## config.mk

```make
export PLATFORM = sky130hd
export DESIGN_NAME = srtf_tick_scheduler_unit
export DESIGN_NICKNAME = d
export VERILOG_FILES = /design/src/hdl/srtf_pkg.sv /design/src/hdl/srtf_ctrl.sv /design/src/hdl/srtf_dp.sv /design/src/hdl/srtf_tick_scheduler_unit.sv
export SDC_FILE = /design/constraint.sdc
export NUM_CORES = 1
export LEC_CHECK = 0
export BUFFER_PORTS_ARGS = -buffer_cell sky130_fd_sc_hd__clkbuf_2
export CORE_MARGIN = 5
export CORE_UTILIZATION = 55
export CTS_CLUSTER_DIAMETER = 40
export DETAILED_ROUTE_END_ITERATION = 10
export GPL_ROUTABILITY_DRIVEN = 0
export GPL_TIMING_DRIVEN = 0
export PLACE_DENSITY = 0.7
export RECOVER_POWER = 100
export SLEW_MARGIN = 10
export SYNTH_ARGS = -nofsm -noshare
export SYNTH_HDL_FRONTEND = slang
export SYNTH_SLANG_ARGS = --single-unit
```

## constraint.sdc

```tcl
create_clock -name clk -period 14.35 [get_ports clk]
set_input_delay 2.87 -clock clk [delete_from_list [all_inputs] [get_ports clk]]
set_output_delay 2.87 -clock clk [all_outputs]
set_load 0.005 [all_outputs]
```

## src/hdl/srtf_pkg.sv

```systemverilog
`timescale 1ns / 1ps

package srtf_pkg;

	localparam int TASK_SLOTS = 16;
	localparam int SLOT_W = (TASK_SLOTS > 1) ? $clog2(TASK_SLOTS) : 1;
	localparam int CNT_W = $clog2(TASK_SLOTS + 1);

	localparam int TIME_W = 32;
	localparam int REM_W = 16;
	localparam int ID_W = 16;

	localparam logic KIND_REGISTER = 1'b0;
	localparam logic KIND_TICK = 1'b1;

	// controller -> datapath
	typedef struct packed {
		logic load;    // latch request payload, restart the scan
		logic scan;    // issue one slot read and advance the index
		logic commit;  // apply the decision and load the response register
	} srtf_cmd_t;

	// datapath -> controller
	typedef struct packed {
		logic scan_last;  // index points at the last slot
		logic rsp_free;   // response register can take a new result
	} srtf_sts_t;

endpackage

```

## src/hdl/srtf_ctrl.sv

```systemverilog
`timescale 1ns / 1ps

module srtf_ctrl import srtf_pkg::*; (
	input  logic      clk,
	input  logic      arst_n,
	input  logic      req_valid,
	output logic      req_ready,
	output srtf_cmd_t cmd,
	input  srtf_sts_t sts
);

	typedef enum logic [1:0] {
		ST_IDLE,
		ST_SCAN,
		ST_DRAIN,
		ST_COMMIT
	} state_t;

	state_t state_q;

	always_ff @(posedge clk or negedge arst_n) begin
		if (!arst_n) begin
			state_q <= ST_IDLE;
		end else begin
			unique case (state_q)
				ST_IDLE: begin
					if (req_valid) state_q <= ST_SCAN;
				end
				ST_SCAN: begin
					if (sts.scan_last) state_q <= ST_DRAIN;
				end
				ST_DRAIN: begin
					state_q <= ST_COMMIT;
				end
				ST_COMMIT: begin
					if (sts.rsp_free) state_q <= ST_IDLE;
				end
				default: begin
					state_q <= ST_IDLE;
				end
			endcase
		end
	end

	assign req_ready  = (state_q == ST_IDLE);
	assign cmd.load   = req_valid && (state_q == ST_IDLE);
	assign cmd.scan   = (state_q == ST_SCAN);
	assign cmd.commit = (state_q == ST_COMMIT) && sts.rsp_free;

	// a scan always ends in the drain state before the commit
	a_drain_after_scan: assert property (@(posedge clk) disable iff (!arst_n)
		(state_q == ST_SCAN) && sts.scan_last |=> (state_q == ST_DRAIN))
		else $error("scan did not end in drain");

	a_commit_once: assert property (@(posedge clk) disable iff (!arst_n)
		cmd.commit |=> !cmd.commit)
		else $error("two commits in a row");

	a_load_only_idle: assert property (@(posedge clk) disable iff (!arst_n)
		cmd.load |=> (state_q == ST_SCAN))
		else $error("load did not start a scan");

endmodule

```

## src/hdl/srtf_dp.sv

```systemverilog
`timescale 1ns / 1ps

module srtf_dp import srtf_pkg::*; (
	input  logic              clk,
	input  logic              arst_n,
	input  srtf_cmd_t         cmd,
	output srtf_sts_t         sts,
	input  logic              kind,
	input  logic [TIME_W-1:0] arrival_time,
	input  logic [REM_W-1:0]  burst_time,
	output logic              rsp_valid,
	input  logic              rsp_ready,
	output logic [ID_W-1:0]   task_id,
	output logic              task_done,
	output logic [TIME_W-1:0] tick_time,
	output logic              table_full
);

	// request payload
	logic              kind_q;
	logic [TIME_W-1:0] arr_q;
	logic [REM_W-1:0]  burst_q;

	// architectural state
	logic [TASK_SLOTS-1:0] slot_valid_q;
	logic [CNT_W-1:0]      valid_cnt_q;
	logic [TIME_W-1:0]     cur_time_q;
	logic [ID_W-1:0]       next_id_q;

	// slot tables
	logic [TIME_W-1:0] slot_arr_mem [TASK_SLOTS];
	logic [REM_W-1:0]  slot_rem_mem [TASK_SLOTS];
	logic [ID_W-1:0]   slot_id_mem  [TASK_SLOTS];

	// scan
	logic [SLOT_W-1:0] scan_idx_q;
	logic              rd_vld_s1;
	logic [SLOT_W-1:0] rd_idx_s1;
	logic              slot_vld_s1;
	logic [TIME_W-1:0] rd_arr_s1;
	logic [REM_W-1:0]  rd_rem_s1;
	logic [ID_W-1:0]   rd_id_s1;

	logic              best_found_q;
	logic [SLOT_W-1:0] best_idx_q;
	logic [TIME_W-1:0] best_arr_q;
	logic [REM_W-1:0]  best_rem_q;
	logic [ID_W-1:0]   best_id_q;
	logic              free_found_q;
	logic [SLOT_W-1:0] free_idx_q;

	// response register
	logic              rsp_valid_q;
	logic [ID_W-1:0]   task_id_q;
	logic              task_done_q;
	logic [TIME_W-1:0] tick_time_q;
	logic              table_full_q;

	logic eligible;
	logic better;
	logic take;

	assign eligible = slot_vld_s1 && (rd_arr_s1 <= cur_time_q);
	// least remaining, then earlier arrival, then lower id; strict so lower slot wins
	assign better = {rd_rem_s1, rd_arr_s1, rd_id_s1} < {best_rem_q, best_arr_q, best_id_q};
	assign take = rd_vld_s1 && eligible && (!best_found_q || better);

	assign sts.scan_last = (scan_idx_q == SLOT_W'(TASK_SLOTS - 1));
	assign sts.rsp_free  = !rsp_valid_q || rsp_ready;

	// commit decision
	logic [ID_W-1:0]  id_inc;
	logic [ID_W-1:0]  id_next;
	logic [REM_W-1:0] rem_dec;
	logic             is_reg;
	logic             reg_zero;
	logic             reg_place;
	logic             tick_serve;
	logic             tick_finish;
	logic             id_take;
	logic [ID_W-1:0]  res_id;
	logic             res_done;
	logic [CNT_W-1:0] cnt_next;

	always_comb begin
		id_inc      = next_id_q + ID_W'(1);
		id_next     = (id_inc == '0) ? ID_W'(1) : id_inc;
		rem_dec     = (best_rem_q != '0) ? (best_rem_q - REM_W'(1)) : '0;
		is_reg      = (kind_q == KIND_REGISTER);
		reg_zero    = is_reg && (burst_q == '0);
		reg_place   = is_reg && (burst_q != '0) && (valid_cnt_q != CNT_W'(TASK_SLOTS));
		tick_serve  = !is_reg && best_found_q;
		tick_finish = tick_serve && (rem_dec == '0);
		id_take     = reg_zero || reg_place;
		res_id      = id_take ? next_id_q : (tick_serve ? best_id_q : '0);
		res_done    = reg_zero || tick_finish;
		cnt_next    = valid_cnt_q;
		if (reg_place) cnt_next = valid_cnt_q + CNT_W'(1);
		else if (tick_finish) cnt_next = valid_cnt_q - CNT_W'(1);
	end

	// payload capture
	always_ff @(posedge clk) begin
		if (cmd.load) begin
			kind_q  <= kind;
			arr_q   <= arrival_time;
			burst_q <= burst_time;
		end
	end

	// slot tables: one write port, one registered read port
	always_ff @(posedge clk) begin
		if (cmd.commit && reg_place) begin
			slot_arr_mem[free_idx_q] <= arr_q;
			slot_rem_mem[free_idx_q] <= burst_q;
			slot_id_mem[free_idx_q]  <= next_id_q;
		end else if (cmd.commit && tick_serve && !tick_finish) begin
			slot_rem_mem[best_idx_q] <= rem_dec;
		end
		rd_arr_s1 <= slot_arr_mem[scan_idx_q];
		rd_rem_s1 <= slot_rem_mem[scan_idx_q];
		rd_id_s1  <= slot_id_mem[scan_idx_q];
		rd_idx_s1 <= scan_idx_q;
	end

	// scan control and running best
	always_ff @(posedge clk or negedge arst_n) begin
		if (!arst_n) begin
			scan_idx_q   <= '0;
			rd_vld_s1    <= 1'b0;
			slot_vld_s1  <= 1'b0;
			best_found_q <= 1'b0;
			free_found_q <= 1'b0;
		end else begin
			rd_vld_s1   <= cmd.scan;
			slot_vld_s1 <= slot_valid_q[scan_idx_q];
			if (cmd.load) begin
				scan_idx_q   <= '0;
				best_found_q <= 1'b0;
				free_found_q <= 1'b0;
			end else begin
				if (cmd.scan) scan_idx_q <= scan_idx_q + SLOT_W'(1);
				if (take) best_found_q <= 1'b1;
				if (rd_vld_s1 && !slot_vld_s1) free_found_q <= 1'b1;
			end
		end
	end

	always_ff @(posedge clk) begin
		if (take) begin
			best_idx_q <= rd_idx_s1;
			best_arr_q <= rd_arr_s1;
			best_rem_q <= rd_rem_s1;
			best_id_q  <= rd_id_s1;
		end
		if (rd_vld_s1 && !slot_vld_s1 && !free_found_q) begin
			free_idx_q <= rd_idx_s1;
		end
	end

	// state update
	always_ff @(posedge clk or negedge arst_n) begin
		if (!arst_n) begin
			slot_valid_q <= '0;
			valid_cnt_q  <= '0;
			cur_time_q   <= '0;
			next_id_q    <= ID_W'(1);
		end else if (cmd.commit) begin
			valid_cnt_q <= cnt_next;
			if (id_take) next_id_q <= id_next;
			if (reg_place) slot_valid_q[free_idx_q] <= 1'b1;
			if (tick_finish) slot_valid_q[best_idx_q] <= 1'b0;
			if (!is_reg && (cur_time_q != '1)) cur_time_q <= cur_time_q + TIME_W'(1);
		end
	end

	// response register
	always_ff @(posedge clk or negedge arst_n) begin
		if (!arst_n) begin
			rsp_valid_q <= 1'b0;
		end else if (cmd.commit) begin
			rsp_valid_q <= 1'b1;
		end else if (rsp_ready) begin
			rsp_valid_q <= 1'b0;
		end
	end

	always_ff @(posedge clk) begin
		if (cmd.commit) begin
			task_id_q    <= res_id;
			task_done_q  <= res_done;
			tick_time_q  <= cur_time_q;
			table_full_q <= (cnt_next == CNT_W'(TASK_SLOTS));
		end
	end

	assign rsp_valid  = rsp_valid_q;
	assign task_id    = task_id_q;
	assign task_done  = task_done_q;
	assign tick_time  = tick_time_q;
	assign table_full = table_full_q;

	a_cnt_matches: assert property (@(posedge clk) disable iff (!arst_n)
		int'(valid_cnt_q) == $countones(slot_valid_q))
		else $error("occupancy count out of step with valid bits");

	a_id_nonzero: assert property (@(posedge clk) disable iff (!arst_n)
		next_id_q != '0)
		else $error("next id is zero");

	a_served_arrived: assert property (@(posedge clk) disable iff (!arst_n)
		cmd.commit && tick_serve |-> (best_arr_q <= cur_time_q) && slot_valid_q[best_idx_q])
		else $error("served task not arrived or not valid");

	a_place_free: assert property (@(posedge clk) disable iff (!arst_n)
		cmd.commit && reg_place |-> free_found_q && !slot_valid_q[free_idx_q])
		else $error("placement into an occupied slot");

endmodule

```

## src/hdl/srtf_tick_scheduler_unit.sv

```systemverilog
`timescale 1ns / 1ps

// Shortest-remaining-time-first tick scheduler. A request with kind register
// places a task (arrival_time, burst_time) in a free slot and answers with a
// new sequential id (0 when the table is full; a zero burst gets an id and
// completes at once without using a slot). A request with kind tick serves
// the arrived task with the least remaining time (ties: earlier arrival,
// then lower id, then lower slot), reports its id (0 when idle), flags
// completion and frees its slot, then advances time, which saturates at the
// all-ones value. Every request gives exactly one response; tick_time is the
// time before the request and table_full the occupancy after it.
// The controller sweeps the slot table through its single read port, one slot
// per cycle, then drains the read register and commits, which loads the
// response register. A new request is taken only in idle, once the previous
// one has committed.
// The response sits in an output register; the next request is taken while it
// waits, and only its commit stalls if the earlier response is still pending.
// No clearing pass: slot valid bits reset directly.

module srtf_tick_scheduler_unit import srtf_pkg::*; (
	input  logic              clk,
	input  logic              arst_n,
	// request channel
	input  logic              req_valid,
	output logic              req_ready,
	input  logic              kind,
	input  logic [TIME_W-1:0] arrival_time,
	input  logic [REM_W-1:0]  burst_time,
	// response channel
	output logic              rsp_valid,
	input  logic              rsp_ready,
	output logic [ID_W-1:0]   task_id,
	output logic              task_done,
	output logic [TIME_W-1:0] tick_time,
	output logic              table_full
);

	srtf_cmd_t cmd;
	srtf_sts_t sts;

	// sequencing: idle -> scan -> drain -> commit
	srtf_ctrl u_ctrl (
		.clk       (clk),
		.arst_n    (arst_n),
		.req_valid (req_valid),
		.req_ready (req_ready),
		.cmd       (cmd),
		.sts       (sts)
	);

	// slot tables, selection, time/id counters and the response register
	srtf_dp u_dp (
		.clk          (clk),
		.arst_n       (arst_n),
		.cmd          (cmd),
		.sts          (sts),
		.kind         (kind),
		.arrival_time (arrival_time),
		.burst_time   (burst_time),
		.rsp_valid    (rsp_valid),
		.rsp_ready    (rsp_ready),
		.task_id      (task_id),
		.task_done    (task_done),
		.tick_time    (tick_time),
		.table_full   (table_full)
	);

endmodule
```

==> run summary, run 1 <==
status: finished, violations left
failing checks: max-capacitance violations, max-slew violations
Die Y: 318 um
Switching Share: 0.283
CP max stage delay: 1770 ps
Row Count: 113
vias: 27,149
synth-to-layout area growth: 14.6%
DRT Pass-1 Iters: 6
RSZ-0062 raised after global routing: no
Yosys reg bits: 1,343
Tightest Pin Transition: 3230 ps
Final period util: 0.607
WL final: 125,000 um
vias in the first global route: 27,854
class of the worst hold path: reg2reg
setup TNS: 0 ps
Worst-path clk slew: 60 ps
Slew Viols, Final: 466
initial DRC count: 3,479
Starting Density: 0.552
Routed Antenna Nets: 0
synth top area cells: edfxtp_1, mux4_2, dfrtp_1, dfxtp_1, ha_1
hold_buf cts: 0
cell-internal power: 8.09 mW
H-tree levels: 4
Main synth FF type: edfxtp_1
worst vdd ir: 0.118 mV
crit path cell chain: clkbuf_2, nand2b_1, nand2_1, inv_1, clkbuf_1, clkbuf_1, o21ai_0, nor2_1, clkbuf_1
Slew Limit Headroom: -1.16
crit path kind: in2reg
Die X: 318 um
Core Region: 94,600 um2
clock share of power: 0.353
Reg power frac: 0.443
largest net degree at the start of global routing: 44
pwr dens: 188 nW/um2
CTS Sinks: 1,343
DPL Wire Length: 81,300 um
Post-Syn Area per Cell: 20.2 um2
Net Sw Power: 3.19 mW
post-route minimum period: 8710 ps
share of cells above drive strength 1: 0.209
Synth area leader: edfxtp_1
r2r worst-path depth: 8
crit path max-delay cell type: clkbuf_1
routed len/inst: 28.7 um
TritonCTS buffer count: 155
worst skew pair latency: 760 ps
critical-path maximum fanout: 42
grt total ovfl: 0
Worst EP required: 14,700 ps
Async SR Flop Fraction: 0.0596
Post-Syn Instances: 2,587
final clock skew: 29.8 ps
Power Total: 11.3 mW
DRC viols: 0
Critical Path AT: 9060 ps
clock root buffer: clkbuf_16
vias per cell: 6.25
Final setup viols: 0
post-cts sizing count: 0
Seq/Total Area, Yosys: 0.751
CTS tree: done
nets: 3,102
Critical Path Source Type: input port
Mapped Area: 52,300 um2
clk buf depth: 3
Top-Level Pins: 105
gr usage total: 0.247
Synth cell types: 67
Critical Path End Type: register
Peak Freq: 115 MHz
synth warn: 0
PortBufs: 104
number of antenna violations at the first check in global routing: 7
Crit path top cell by count: clkbuf_1
syn nets: 2,745
post-CTS setup buffer count: 0
number of synthesized flops with an enable pin: 1,195
leak pwr: 19.7 nW
max-cap violations: 21
Fin. Hold Viols: 0
worst hold path depth: 0
first-pass GRT wire length: 185,000 um
Comb pwr share: 0.204
Synth top area share: 0.687
Die ar.: 101,000 um2
## critical path: cells and delay by family
| family | cells | cell delay [ps] |
|---|---|---|
| buf+inv | 5 | 4000 |
| compound gates | 1 | 800 |
| simple gates | 3 | 1350 |
## worst paths after layout
check | start | slack (ps) | end
worst min-delay path | u_dp.scan_idx_q[2] | 360 | u_dp.rd_idx_s1[2]
worst max register to register | u_ctrl.state_q[0] | 7450 | u_dp.slot_rem_mem[7][9]
min in group asynchronous | arst_n | 3110 | u_dp.valid_cnt_q[1]
max in group asynchronous | arst_n | 8260 | u_dp.cur_time_q[16]
worst min register to register | u_dp.scan_idx_q[2] | 360 | u_dp.rd_idx_s1[2]
worst max-delay path | rsp_ready | 5640 | u_dp.slot_rem_mem[7][9]
## synthesized netlist by cell type, types with 6 or more instances
cell / number
nor4_1: 15
mux2_2: 7
xor2_1: 11
or4_1: 6
mux4_2: 325
dfxtp_1: 68
nor2b_1: 10
nor3_1: 29
nand2_1: 78
o31ai_1: 9
nand4_1: 38
nand2b_1: 6
ha_1: 105
and3_1: 9
o21ai_0: 46
a21o_1: 29
dfrtp_1: 79
edfxtp_1: 1195
a31oi_1: 8
nor2_1: 91
buf_1: 21
xnor2_1: 48
clkbuf_1: 70
a21oi_1: 57
nand3_1: 34
inv_1: 112
mux2i_1: 8
## placed cells by master, fill, tap and decap left out, types with 35 or more instances in the layout
cell type and instances:
xnor2_1 48, dfrtp_1 79, clkbuf_16 157, o21ai_0 48, nand2_1 78, ha_1 105, clkbuf_1 260, nor2_1 91
nand4_1 38, clkbuf_2 51, nand3_1 35, mux4_2 325, inv_1 112, edfxtp_1 1195, a21oi_1 57, dfxtp_1 68
## logic make-up (layout without fill, tap and decap cells)
| group | after synthesis | after routing | synth area share |
|---|---|---|---|
| buffers and inverters | 211 | 699 | 0.0158 |
| flip-flops | 1343 | 1343 | 0.751 |
| AO/OA/AOI/OAI | 180 | 180 | 0.0212 |
| other | 0 | 1 | 0 |
| AND/OR/NAND/NOR | 349 | 349 | 0.0338 |
| XOR/XNOR | 59 | 59 | 0.00989 |
| multiplexers | 340 | 340 | 0.143 |
| adder cells (fa/ha/maj) | 105 | 105 | 0.0251 |
## power groups by stage
stage | clock network, mW | logic, mW | registers (mW)
6_report | 3.98 | 2.30 | 4.99
5_1_grt | 4.21 | 2.48 | 5.03
4_1_cts | 4.03 | 2.38 | 4.98
3_5_place_dp | 0 | 2.35 | 5.06
3_3_place_gp | 0 | 2.23 | 5.05
2_1_floorplan | 0 | 1.56 | 4.94
## metrics by stage
step	worst slack, ps	utilization	std cells	hold WS [ps]	instance area [um2]
after global placement	1940	0.575	3956	361	54400
final	5640	0.633	4341	364	59900
after detailed placement	8240	0.593	4052	352	56100
after CTS	9030	0.648	4340	365	61300
after global routing	5370	0.633	4340	398	59900
after floorplan	6930	-	2587	345	52300
## final cells by class
cell class,instances,area [um2]
plain buffers,99,385
repair buffers,200,812
inverters,112,420
clock buffers,186,4050
clock inverters,102,1200
fillers,6337,34700
well taps,1265,1580
diodes,1,2.50
flip-flops and latches,1343,39200
multi-input cells,1033,12200
## layer usage
| layer | routed length (um) | share of wire | GRT usage |
|---|---|---|---|
| met2 | 60800 | 0.49 | 0.397 |
| met1 | 48600 | 0.39 | 0.348 |
| met5 | 12 | 0.000096 | 0 |
| met4 | 3240 | 0.026 | 0.0684 |
| met3 | 12100 | 0.097 | 0.0562 |
## flip-flops by register name, indices dropped and copies added, names as in the netlist, 32 cells and up
| name | flops |
|---|---|
| u_dp.tick_time | 32 |
| u_dp.slot_arr_mem | 512 |
| u_dp.slot_id_mem | 256 |
| u_dp.slot_rem_mem | 256 |
| u_dp.arr_q | 32 |
| u_dp.cur_time_q | 32 |
| u_dp.rd_arr_s1 | 32 |
| u_dp.best_arr_q | 32 |
Power figures use the tool's default switching activity.
==> run 2, diff against run 1 <==
--- a/config.mk
+++ b/config.mk
@@ -12,7 +12,7 @@
 export DETAILED_ROUTE_END_ITERATION = 10
 export GPL_ROUTABILITY_DRIVEN = 0
 export GPL_TIMING_DRIVEN = 0
-export PLACE_DENSITY = 0.7
+export PLACE_DENSITY = 0.73
 export RECOVER_POWER = 100
 export SLEW_MARGIN = 10
 export SYNTH_ARGS = -nofsm -noshare
==> constraint.sdc (replaced) <==
create_clock -name clk -period 7.5 [get_ports clk]
set_input_delay 1.5 -clock clk [delete_from_list [all_inputs] [get_ports clk]]
set_output_delay 1.5 -clock clk [all_outputs]
set_load 0.005 [all_outputs]
==> run 2 against run 1 <==
Effect of this change: the flow still finishes with violations (max-capacitance violations, max-slew violations); sequential power is 91% higher; clock-buffer cell count shrank 3; worst setup slack lost 4100 ps; routed wire length up 3.7%; final cell count unchanged; critical path type unchanged; critical endpoint is now u_dp.slot_arr_mem[15][9]; largest cell class unchanged.
==> run summary, run 2 (synthesis results as in run 1) <==
status: finished, violations left
failing checks: max-capacitance violations, max-slew violations
pwr dens: 361 nW/um2
crit path max-delay cell type: clkbuf_1
Row Count: 113
Multi-input gate area: 12,200 um2
PortBufs: 104
Core Region: 94,600 um2
DRT Pass-1 Iters: 8
Starting Density: 0.552
worst vdd ir: 0.198 mV
met3 GRT Util: 0.0566
H-tree levels: 4
Non-Filler Instances: 4,341
CP max stage delay: 1220 ps
largest net degree at the start of global routing: 48
Critical Path Source Type: input port
critical-path maximum fanout: 16
commonest non-fill, non-tap cells in the layout: edfxtp_1, mux4_2, clkbuf_1, clkbuf_16, inv_1
CTS Sinks: 1,343
vias in the first global route: 28,589
Placed Cells incl. Taps: 4,047
Die Y: 318 um
class of the worst hold path: reg2reg
CTS tree: done
met1 Resource Use GR: 0.353
nets: 3,100
Die X: 318 um
DPL Wire Length: 82,800 um
routed len/inst: 29.8 um
Peak Freq: 167 MHz
post-route minimum period: 5980 ps
DRC viols: 0
hold_buf cts: 0
Cell Area, Placed: 56,000 um2
Die ar.: 101,000 um2
Fin. Hold Viols: 0
initial DRC count: 3,488
n_diodes: 0
Routed Antenna Nets: 0
clock root buffer: clkbuf_16
post-CTS setup buffer count: 0
FILL cells: 6,255
Largest register FFs: 512
Top-Level Pins: 105
CP top delay family: simple AND/OR/NAND/NOR gates
Critical Path AT: 6320 ps
WL final: 129,000 um
crit path kind: in2reg
TritonCTS buffer count: 156
worst skew pair latency: 770 ps
first-pass GRT wire length: 191,000 um
Worst EP required: 7840 ps
Final setup viols: 0
grt total ovfl: 0
crit path buf inv count: 3
Final period util: 0.797
gr usage total: 0.256
crit path cell chain: clkbuf_2, nand2b_1, nand2_1, nor2_1, nand3_1, nor2_1, clkbuf_1, clkbuf_1
Slew Viols, Final: 573
Critical Path End Type: register
Tightest Pin Transition: 3350 ps
share of cells above drive strength 1: 0.213
commonest non-fill, non-tap cell in the layout: edfxtp_1
vias per cell: 6.36
Reg with most FFs: u_dp.slot_arr_mem
Slew Limit Headroom: -1.23
final clock skew: 33.9 ps
RSZ-0062 raised after global routing: no
Worst-path clk slew: 60 ps
gr busiest metal: met2
post-cts sizing count: 0
register cell area after layout: 39,200 um2
number of antenna violations at the first check in global routing: 5
M2 GR Usage: 0.417
biggest regs: u_dp.slot_arr_mem (512), u_dp.slot_id_mem (256), u_dp.slot_rem_mem (256)
leak pwr: 19.8 nW
vias: 27,625
clk buf depth: 3
final core occ: 0.634
max-cap violations: 29
synth-to-layout area growth: 14.8%
Finished Cell Area: 60,000 um2
## run 2: changes by cell type in the layout (fill, tap and decap cells not counted), moves of 3 or more
cell,change
clkbuf_1,-16
inv_8,-6
clkinv_8,+5
bufinv_16,-4
clkbuf_8,+4
clkbuf_16,+3
clkinv_2,+3
clkinv_4,+3
inv_6,+3
## run 2: per-layer routing
layer,up-vias,wire length [um]
met1,14418,48700
met5,-,13
met4,2,4370
li1,11257,-
met3,310,12500
met2,1638,63700
## run 2: final timing paths
path	start	end	slack (ps)	cells after the start
min reg2reg	u_dp.scan_idx_q[2]	u_dp.rd_idx_s1[2]	400	0
min in group asynchronous	arst_n	u_dp.next_id_q[1]	1850	1
min	u_dp.scan_idx_q[2]	u_dp.rd_idx_s1[2]	400	0
max reg2reg	u_dp.valid_cnt_q[0]	u_dp.slot_arr_mem[15][9]	1680	9
max in group asynchronous	arst_n	u_dp.cur_time_q[1]	2620	2
max	rsp_ready	u_dp.slot_arr_mem[15][9]	1520	8
## run 2: area by class of cell
cell class	count	area share
clock inverter	109	0.0202
tap	1265	0.0264
timing repair buffer	197	0.0144
sequential	1343	0.654
multi-input combinational	1033	0.203
clock buffer	183	0.0690
inverter	112	0.00701
buffer	99	0.00642
## run 2: report_power, final
part | internal [mW] | switching (mW) | leakage [nW] | total [mW]
logic | 1.97 | 2.46 | 4.94 | 4.43
registers | 9.01 | 0.547 | 12.3 | 9.55
clock network | 4.50 | 3.16 | 2.57 | 7.67
total | 15.5 | 6.17 | 19.8 | 21.6
## run 2: metrics by stage
stage / setup TNS, ps / worst slack (ps) / total power, mW / hold slack (ps)
final: 0 / 1520 / 21.6 / 400
after CTS: 0 / 3010 / 21.8 / 389
after detailed placement: 0 / 2800 / 14.1 / 356
after global routing: 0 / 1510 / 22.5 / 402
after floorplan: 0 / 1450 / 12.4 / 345
after global placement: -1182710 / -3900 / 13.9 / 356
## run 2: worst register-to-register path, cell delays in order (launching register included)
cell      delay (ps)
dfrtp_1          410
inv_1            100
ha_1             250
a31oi_1          210
nand2_1          300
nor2_1           440
nand3_1          270
nor2_1          1170
clkbuf_1        1020
clkbuf_1        1230
